[config.mk]
export PLATFORM = sky130hd
export DESIGN_NAME = interval_activity_selection
export DESIGN_NICKNAME = d
export VERILOG_FILES = /design/src/sv/ias_pkg.sv /design/src/sv/ias_job_ram.sv /design/src/sv/interval_activity_selection.sv
export SDC_FILE = /design/constraint.sdc
export NUM_CORES = 2
export LEC_CHECK = 0
export BUFFER_PORTS_ARGS = -buffer_cell sky130_fd_sc_hd__clkbuf_2
export CORE_UTILIZATION = 57
export DETAILED_ROUTE_END_ITERATION = 8
export PLACE_DENSITY = 0.73
export SKIP_LAST_GASP = 1
export SYNTH_ARGS = -nofsm -noshare
export SYNTH_HDL_FRONTEND = slang
export SYNTH_SLANG_ARGS = --single-unit
[constraint.sdc]
create_clock -name clk -period 5.2 [get_ports clk]
set_input_delay 1.56 -clock clk [delete_from_list [all_inputs] [get_ports clk]]
set_output_delay 1.56 -clock clk [all_outputs]
set_load 0.02 [all_outputs]
[src/sv/ias_pkg.sv]
// ias_pkg: shared types for the interval activity selection block
// holds the job record layout used by the job store and the control logic
// no dependencies

package ias_pkg;

    // one stored job: tag, start tick and end tick
    typedef struct packed {
        logic [15:0] id;
        logic [15:0] t_start;
        logic [15:0] t_end;
    } job_t;

endpackage

[src/sv/ias_job_ram.sv]
// ias_job_ram: job store, one write port and one registered read port
// read data appears in the cycle after the address
// depends on ias_pkg (job_t)

module ias_job_ram #(
    parameter int DEPTH = 64,
    parameter int AW    = 6
) (
    input  logic          clk,
    input  logic          we,
    input  logic [AW-1:0] waddr,
    input  ias_pkg::job_t wdata,
    input  logic [AW-1:0] raddr,
    output ias_pkg::job_t rdata
);

    ias_pkg::job_t mem [DEPTH];
    ias_pkg::job_t rdata_reg;

    // write port and registered read port
    always_ff @(posedge clk)
    begin
        if (we)
        begin
            mem[waddr] <= wdata;
        end
        rdata_reg <= mem[raddr];
    end

    assign rdata = rdata_reg;

endmodule

[src/sv/interval_activity_selection.sv]
// interval_activity_selection: greedy activity selection by earliest finish
// loads a set of jobs, exchange-sorts them by end time in the job store, then scans
// depends on ias_pkg (job_t) and ias_job_ram
//
//  channel   signals                                       transaction
//  --------  --------------------------------------------  -----------------------------
//  job in    start, busy, job_id, start_time, end_time,    start && !busy at clk edge
//            is_last
//  result    sel_valid, sel_id, sel_start, sel_end,        sel_valid high for one cycle
//            sel_last
//
// a job without is_last is taken when presented and busy stays low.
// closing a set of stored jobs keeps busy high through the exchange sort and the scan:
// one compare per cycle in the exchange sort, bounded by the single read and write port
// of the job store, then one job per cycle in the scan. results come out during the scan,
// the last one in the cycle busy falls.
// reset clears the control state; the job store needs no clearing.
// the receiver cannot stall: each result is presented for exactly one cycle.

module interval_activity_selection #(
    parameter int MAX_JOBS = 64
) (
    input  logic        clk,
    input  logic        rst_n,
    input  logic        start,
    output logic        busy,
    input  logic [15:0] job_id,
    input  logic [15:0] start_time,
    input  logic [15:0] end_time,
    input  logic        is_last,
    output logic        sel_valid,
    output logic [15:0] sel_id,
    output logic [15:0] sel_start,
    output logic [15:0] sel_end,
    output logic        sel_last
);

    localparam int CW = $clog2(MAX_JOBS + 1);
    localparam int AW = (MAX_JOBS > 1) ? $clog2(MAX_JOBS) : 1;

    // controller states
    localparam logic [2:0] S_LOAD = 3'd0;
    localparam logic [2:0] S_PRD  = 3'd1;
    localparam logic [2:0] S_PLD  = 3'd2;
    localparam logic [2:0] S_CMP  = 3'd3;
    localparam logic [2:0] S_PEND = 3'd4;
    localparam logic [2:0] S_SST  = 3'd5;
    localparam logic [2:0] S_SRUN = 3'd6;
    localparam logic [2:0] S_SFIN = 3'd7;

    logic [2:0]    state_reg, state_next;
    logic [CW-1:0] count_reg, count_next;
    logic [CW-1:0] a_reg, a_next;
    logic [CW-1:0] b_reg, b_next;
    logic [CW-1:0] b_inc;
    ias_pkg::job_t holder_reg, holder_next;
    ias_pkg::job_t pend_reg, pend_next;
    logic          pend_vld_reg, pend_vld_next;
    logic          sel_valid_reg, sel_valid_next;
    ias_pkg::job_t sel_job_reg, sel_job_next;
    logic          sel_last_reg, sel_last_next;

    logic          ram_we;
    logic [AW-1:0] ram_waddr;
    ias_pkg::job_t ram_wdata;
    logic [AW-1:0] ram_raddr;
    ias_pkg::job_t ram_rdata;
    ias_pkg::job_t in_job;

    assign in_job.id      = job_id;
    assign in_job.t_start = start_time;
    assign in_job.t_end   = end_time;
    assign b_inc          = b_reg + CW'(1);

    ias_job_ram #(
        .DEPTH (MAX_JOBS),
        .AW    (AW)
    ) u_ram (
        .clk   (clk),
        .we    (ram_we),
        .waddr (ram_waddr),
        .wdata (ram_wdata),
        .raddr (ram_raddr),
        .rdata (ram_rdata)
    );

    // sequencer: load, exchange sort in memory, greedy scan
    always_comb
    begin
        state_next     = state_reg;
        count_next     = count_reg;
        a_next         = a_reg;
        b_next         = b_reg;
        holder_next    = holder_reg;
        pend_next      = pend_reg;
        pend_vld_next  = pend_vld_reg;
        sel_valid_next = 1'b0;
        sel_job_next   = sel_job_reg;
        sel_last_next  = sel_last_reg;
        ram_we         = 1'b0;
        ram_waddr      = count_reg[AW-1:0];
        ram_wdata      = in_job;
        ram_raddr      = '0;

        case (state_reg)
            S_LOAD:
            begin
                if (start)
                begin
                    // store the job unless the store is full
                    if (count_reg < CW'(MAX_JOBS))
                    begin
                        ram_we     = 1'b1;
                        count_next = count_reg + CW'(1);
                    end
                    if (is_last)
                    begin
                        a_next = '0;
                        if (count_next > CW'(1))
                        begin
                            state_next = S_PRD;
                        end
                        else
                        begin
                            state_next = S_SST;
                        end
                    end
                end
            end

            S_PRD:
            begin
                // fetch entry a for this pass
                ram_raddr  = a_reg[AW-1:0];
                b_next     = a_reg + CW'(1);
                state_next = S_PLD;
            end

            S_PLD:
            begin
                holder_next = ram_rdata;
                ram_raddr   = b_reg[AW-1:0];
                state_next  = S_CMP;
            end

            S_CMP:
            begin
                // exchange when the held entry ends later than entry b
                if (holder_reg.t_end > ram_rdata.t_end)
                begin
                    ram_we      = 1'b1;
                    ram_waddr   = b_reg[AW-1:0];
                    ram_wdata   = holder_reg;
                    holder_next = ram_rdata;
                end
                if (b_inc < count_reg)
                begin
                    ram_raddr = b_inc[AW-1:0];
                    b_next    = b_inc;
                end
                else
                begin
                    state_next = S_PEND;
                end
            end

            S_PEND:
            begin
                // write back the minimum of the pass
                ram_we    = 1'b1;
                ram_waddr = a_reg[AW-1:0];
                ram_wdata = holder_reg;
                a_next    = a_reg + CW'(1);
                if (a_reg + CW'(2) < count_reg)
                begin
                    state_next = S_PRD;
                end
                else
                begin
                    state_next = S_SST;
                end
            end

            S_SST:
            begin
                ram_raddr     = '0;
                b_next        = '0;
                pend_vld_next = 1'b0;
                state_next    = S_SRUN;
            end

            S_SRUN:
            begin
                // greedy pick; the previous pick goes out once a later one exists
                if (!pend_vld_reg || (ram_rdata.t_start >= pend_reg.t_end))
                begin
                    if (pend_vld_reg)
                    begin
                        sel_valid_next = 1'b1;
                        sel_job_next   = pend_reg;
                        sel_last_next  = 1'b0;
                    end
                    pend_next     = ram_rdata;
                    pend_vld_next = 1'b1;
                end
                if (b_inc < count_reg)
                begin
                    ram_raddr = b_inc[AW-1:0];
                    b_next    = b_inc;
                end
                else
                begin
                    state_next = S_SFIN;
                end
            end

            S_SFIN:
            begin
                // final pick closes the set
                sel_valid_next = 1'b1;
                sel_job_next   = pend_reg;
                sel_last_next  = 1'b1;
                count_next     = '0;
                pend_vld_next  = 1'b0;
                state_next     = S_LOAD;
            end

            default:
            begin
                state_next = S_LOAD;
            end
        endcase
    end

    // control registers
    always_ff @(posedge clk or negedge rst_n)
    begin
        if (!rst_n)
        begin
            state_reg     <= S_LOAD;
            count_reg     <= '0;
            a_reg         <= '0;
            b_reg         <= '0;
            pend_vld_reg  <= 1'b0;
            sel_valid_reg <= 1'b0;
        end
        else
        begin
            state_reg     <= state_next;
            count_reg     <= count_next;
            a_reg         <= a_next;
            b_reg         <= b_next;
            pend_vld_reg  <= pend_vld_next;
            sel_valid_reg <= sel_valid_next;
        end
    end

    // payload registers
    always_ff @(posedge clk)
    begin
        holder_reg   <= holder_next;
        pend_reg     <= pend_next;
        sel_job_reg  <= sel_job_next;
        sel_last_reg <= sel_last_next;
    end

    assign busy      = (state_reg != S_LOAD);
    assign sel_valid = sel_valid_reg;
    assign sel_id    = sel_job_reg.id;
    assign sel_start = sel_job_reg.t_start;
    assign sel_end   = sel_job_reg.t_end;
    assign sel_last  = sel_last_reg;

    // the stored job count never exceeds capacity
    a_count_cap: assert property (@(posedge clk) disable iff (!rst_n)
        count_reg <= CW'(MAX_JOBS))
        else $error("job count above capacity");

    // a sort exchange never writes the entry being fetched
    a_no_rw_clash: assert property (@(posedge clk) disable iff (!rst_n)
        (ram_we && (state_reg == S_CMP)) |-> (ram_waddr != ram_raddr))
        else $error("job store read and write collide");

    // closing a set makes the block busy
    a_close_busy: assert property (@(posedge clk) disable iff (!rst_n)
        (start && !busy && is_last) |=> busy)
        else $error("set closed without processing");

    // the final result of a set is not followed by another in the next cycle
    a_last_alone: assert property (@(posedge clk) disable iff (!rst_n)
        (sel_valid && sel_last) |=> !sel_valid)
        else $error("result after final selection");

    // the scan emits only once a pending pick exists
    a_emit_pend: assert property (@(posedge clk) disable iff (!rst_n)
        ((state_reg == S_SRUN) && sel_valid_next) |-> pend_vld_reg)
        else $error("result without pending selection");

endmodule

Word-level counts from Yosys, hierarchy flattened
Memory sizes are Yosys's and may differ from the RTL's. A register that Yosys moved wholly into a read port is not among the register bits.
Index checks and enable logic that the tools add are counted.
W data, S select, Z words.

word-level totals
  flip-flop bits (word level) = 171
  memory bits (writable) = 3072
  logic and storage cells = 104
  memories kept = 1

memory list
  memory     words  bits a word  read ports  clocked after memory_dff  write ports  RTL line           RTL
  u_ram.mem  64     48           1           1                         1            ias_job_ram.sv:17  ias_pkg::job_t mem [DEPTH];

cells by class
  add/sub/neg operators = 4
  magnitude comparators = 6
  eq/ne operators = 15
  multiplexer cells = 42
  reductions and logical operators = 20

operators with widths
  cell                   count
  $pmux W48 S2           3
  $mux W48               4
  $mux W7                7
  $pmux W7 S2            2
  $pmux W3 S8            1
  $add A7 B1 Y7 const B  3
  $pmux W7 S3            1
  $mux W3                6
  $pmux W6 S3            1
  $ge A16 B16 Y1         1
  $gt A16 B16 Y1         1
  $lt A7 B7 Y1           2
  $ne A2 B2 Y1 const B   7
  $eq A3 B3 Y1 const B   4
  $mux W6                2
  $pmux W6 S2            1
  $mux W1                10
  $reduce_and A2 Y1      5
  $reduce_bool A2 Y1     5
  $add A7 B2 Y7 const B  1
  $gt A7 B1 Y1 const B   1
  $lt A7 B7 Y1 const B   1
  $eq A3 B2 Y1 const B   2
  $pmux W1 S2            3
  other kinds (10)       13

Longest topological paths before layout
  depth after elaboration = 9
  depth in mapped cells = 21
  mapped depth without buffers = 14

Cells and area by module
A second synthesis with hierarchy kept.

second synthesis, totals
  cells, all modules = 5547
  area, all modules = 125083.7 um^2

modules (own cells, without submodules)
  module                       times used  cells an instance  area an instance (um^2)  sequential area each (um^2)
  ias_job_ram                  1           4970               117117.3                 93209.4
  interval_activity_selection  1           577                7966.4                   5004.8

Worst setup path before layout
OpenSTA, ideal clock, no wires.

  path kind = flip-flop to flip-flop
  from = register holder_reg[11] (netlist name)
  to = memory u_ram.mem[12][0] (netlist name), enable pin
  setup time = 0.454 ns
  arrival = 4.941 ns
  required time = 4.746 ns
  slack = -0.195 ns
  cell stages (with the launch flop) = 12
  period minus slack after synthesis = 5.395 ns
  path through = edfxtp_1 -> ha_1 -> and3_1 -> a221o_1 -> a21oi_1 -> nor2b_1 -> a211oi_1 -> a21oi_1 -> clkbuf_1 -> o311ai_0 -> o211ai_1 -> nor2_1

between the ends
  longest elaborated chain between the ends = 5
  elaborated cells on any way between the ends = 7
  classes of those cells = order compare (1); mux (6)

RTL lines
  element                        RTL line                            RTL
  start, declared                interval_activity_selection.sv:56   ias_pkg::job_t holder_reg, holder_next;
  start signal, assigned         interval_activity_selection.sv:261  holder_reg <= holder_next;
  $gt A16 B16 Y1 (*)             interval_activity_selection.sv:149  if (holder_reg.t_end > ram_rdata.t_end)
  $mux W1                        interval_activity_selection.sv:149
  $pmux W1 S3                    interval_activity_selection.sv:105  case (state_reg)
  $mux W1                        ias_job_ram.sv:23                   if (we)
  $mux W1 (implied by the code)  ias_job_ram.sv:25                   mem[waddr] <= wdata;
  end, declared                  ias_job_ram.sv:17

Mark *: on every way between the ends. The rest lies on a longest branch, timed or not.

Final worst setup path
  from = register b_reg[1]
  to = register, netlist name u_ram.rdata[3]

between the ends
  longest elaborated chain between the ends = 4

RTL lines
  element                 RTL line                                                                RTL
  start, declared         interval_activity_selection.sv:54                                       logic [CW-1:0] b_reg, b_next;
  start signal, assigned  interval_activity_selection.sv:252                                      b_reg <= b_next;
  $add A7 B1 Y7           interval_activity_selection.sv:73                                       assign b_inc = b_reg + CW'(1);
  $lt A7 B7 Y1            interval_activity_selection.sv:156, interval_activity_selection.sv:206
  $mux W6                 interval_activity_selection.sv:156, interval_activity_selection.sv:206
  $pmux W6 S3 (*)         interval_activity_selection.sv:105

Marked as above.
A chain may end at the register's enable or synchronous reset.

==> impl_metrics.yaml <==
status:
  status: "complete, but fails checks"
  violations: "negative setup slack"
worst_setup_path:
  cp.required_ns: 5.95
  cp.arrival_ns: 6.01
  crit_type: "flip-flop to flip-flop"
  cp_num_buf_inv: 6
  critical_path.max_fanout: 25
  cp_top_family: "compound AO/OA/AOI/OAI gates"
  crit_slowest_cell: "a2111oi_2"
  path_depth: 19
  reg2regPathDepth: 19
  worstSetupEndpointType: "flip-flop"
  crit_chain: "ha_1 > nand3_1 > xor2_1 > inv_1 > ha_1 > and4_1 > o221ai_1 > buf_4 > a21oi_4 > buf_4 > nor3_4 > buf_4 > buf_4 > a32oi_1 > o31ai_1 > a2111oi_2 > buf_4 > a21oi_1 > a31oi_1"
  worst_setup_path_start_kind: "flip-flop"
  cpPeakStageDelay_ns: 0.48
  cpMostUsedCell: "buf_4"
timing:
  postLayoutSetupSlackWorst_ns: -0.0565
  slew_headroom: 0.0247
  hold_viol_final: 0
  rsz0062_at_grt: "yes"
  slew_violations: 0
  setup_viol: 1
  fin_crit_sh: 1.01
  finalCriticalPeriod_ns: 5.26
  final.setup.tns_ns: -0.0565
  max_clock_freq_mhz: 190
  worstMarginPinSlew_ns: 1.46
  skew_ns: 0.0770
power:
  p_clk_frac: 0.440
  pwr-share-seq: 0.551
  p_sw_w: 0.0103
  p_int_w: 0.0424
  leakage_nw: 48.7
  fin_total_pwr_w: 0.0527
  power_density_nw_per_um2: 355
  p_comb_frac: 0.009
  switching_share: 0.195
  peakVddDrop_mv: 0.251
clock_network:
  h-tree-depth: 5
  cts_buffer_depth: 4
  cts_sinks: 3291
  cts-root-buf: "clkbuf_16"
  numCtsBuffers: 334
  cts_tree: "done"
  clk_latency_ns: 0.97
  clkTransAtPathRegs_ns: 0.07
yosys:
  ys_seq_area_frac: 0.755
  syn_inst: 8780
  async_reset_ff_frac: 0.00790
  synth_edf_count: 3217
  synth_area_leader_cell: "edfxtp_1"
  ys_ff_latch: 3291
  synthFlopType: "edfxtp_1"
  synth_cell_types: 74
  synth_top_area_share: 0.743
  syn-cell-area_um2: 130000
  yosysWarnings: 0
  syn_nets: 8884
  synthTopCellsByArea: "edfxtp_1 (74%), nor3_1 (4.3%), mux4_2 (2.4%), nand2_1 (2.2%), nor2_1 (2.1%)"
  syn_avg_cell_area_um2: 14.8
  synth_common_cells: "edfxtp_1 (3217), nor3_1 (1112), nand2_1 (751), nor2_1 (711), clkbuf_1 (425)"
  synth.most_common_cell: "edfxtp_1"
finish:
  area_growth_syn_to_layout_pct: 14.1
  largest_reg_flops: 3072
  top_register: "u_ram.mem"
  drive_gt1_frac: 0.142
  stdcell_area_um2: 148000
  nets: 9138
placed_design:
  place_area_um2: 138000
  place.port_buffers: 102
  place_congestion: 0.934
  place_hpwl_mm: 229
floorplanning:
  design.core.area_um2: 226000
  start_util: 0.576
  ios: 103
  fp-row-count: 174
  die_width_um: 480
  die_y_um: 480
  die_area_um2: 230000
routing:
  detail_route.first_pass.iterations: 7
  drtAntennaViolNets: 0
  via_per_inst: 7.07
  avgRoutedWirePerCell_um: 34.4
  wirelength_mm: 422
  drtIter0Drc: 15000
  drcViolationCount: 0
  via_count: 86900
flow_run:
  drv_cap: 0
grt:
  grt_pass1_vias: 82600
  grt-ovfl-total: 0
  antenna_found_initial: 16
  grt_max_degree: 164
  grt_pass1_wl_mm: 592
  track_usage: 0.362
min_path:
  hold_class: "flip-flop to flip-flop"
  hold_depth: 0
## worst paths after layout
kind / from / end / slack, ns
min: pend_reg[16] / sel_start[0] / 0.40
max reg2reg: b_reg[1] / u_ram.rdata[3] / -0.06
max: b_reg[1] / u_ram.rdata[3] / -0.06
min in group asynchronous: rst_n / b_reg[4] / 0.70
max in group asynchronous: rst_n / sel_valid / 4.02
min reg2reg: pend_reg[16] / sel_start[0] / 0.40
## per-layer routing
layer,global-route usage,vias up,share of wire
li1,-,34700,-
met1,0.482,42800,0.34
met2,0.532,7756,0.43
met3,0.108,1604,0.16
met4,0.211,14,0.071
met5,0.0106,-,0.00090
## what timing repair did
action,4_1_cts,5_1_grt
pin swaps,1,1
hold buffers,0,0
setup endpoints to repair,19,404
cloned,0,1
buffers inserted,2,4
gates resized for setup,1,11
## cells by family (layout without fill, tap and decap cells)
| group | Yosys count | after routing | synth area share |
|---|---|---|---|
| buf+inv | 691 | 1201 | 0.0216 |
| simple gates | 3120 | 3120 | 0.109 |
| compound gates | 1280 | 1280 | 0.0692 |
| flops | 3291 | 3291 | 0.755 |
| mux | 329 | 329 | 0.0390 |
| xor+xnor | 17 | 17 | 0.00115 |
| other cells | 0 | 9 | 0 |
| fa+ha+maj | 52 | 52 | 0.00500 |
## through the flow
step	instances	utilization	hold WS (ns)	setup WS [ns]
floorplan	8780	-	0.400	-0.195
global placement	11700	0.611	0.402	-0.00983
detailed placement	11700	0.611	0.405	-0.0305
CTS	12300	0.657	0.396	0.0400
global route	12300	0.657	0.407	-0.107
finish	12300	0.657	0.397	-0.0565
## area by class of cell
| cell class | count | area (um^2) |
|---|---|---|
| clock inverters | 157 | 1380 |
| clock buffers | 435 | 8970 |
| repair buffers | 560 | 6090 |
| flip-flops and latches | 3291 | 98200 |
| inverters | 49 | 184 |
| well taps | 2992 | 3740 |
| multi-input cells | 4798 | 29700 |
| diodes | 9 | 22.5 |
| fillers | 15000 | 77400 |
## power by group through the flow
stage,registers (W),logic (W),clock network (W)
after floorplan,0.0296,0.000196,0
after global placement,0.0296,0.000435,0
after detailed placement,0.0296,0.000459,0
after CTS,0.0291,0.000459,0.0232
after global routing,0.0291,0.000493,0.0241
final,0.0291,0.000474,0.0232
## cell usage in the layout (no fill, tap or decap), drive strengths merged, types with 10 or more instances in the layout
cell,n
nand3,291
o311ai,143
dfrtp,26
clkinv,121
a2111oi,22
bufinv,23
clkbuf,538
nor3,1114
a22oi,27
a211o,18
o31ai,69
a32oi,43
or3,129
ha,52
a211oi,15
o21ai,227
o22a,20
mux2i,133
dfxtp,48
o211ai,165
mux2,60
nand2,751
edfxtp,3217
o221ai,64
a31oi,109
buf,457
a22o,28
o22ai,42
nand4,29
a21o,41
a221oi,18
mux4,136
inv,55
o41ai,10
and3,44
nor4,19
a21oi,169
nor2,711
Note: power is estimated with default switching activity, not from simulation.
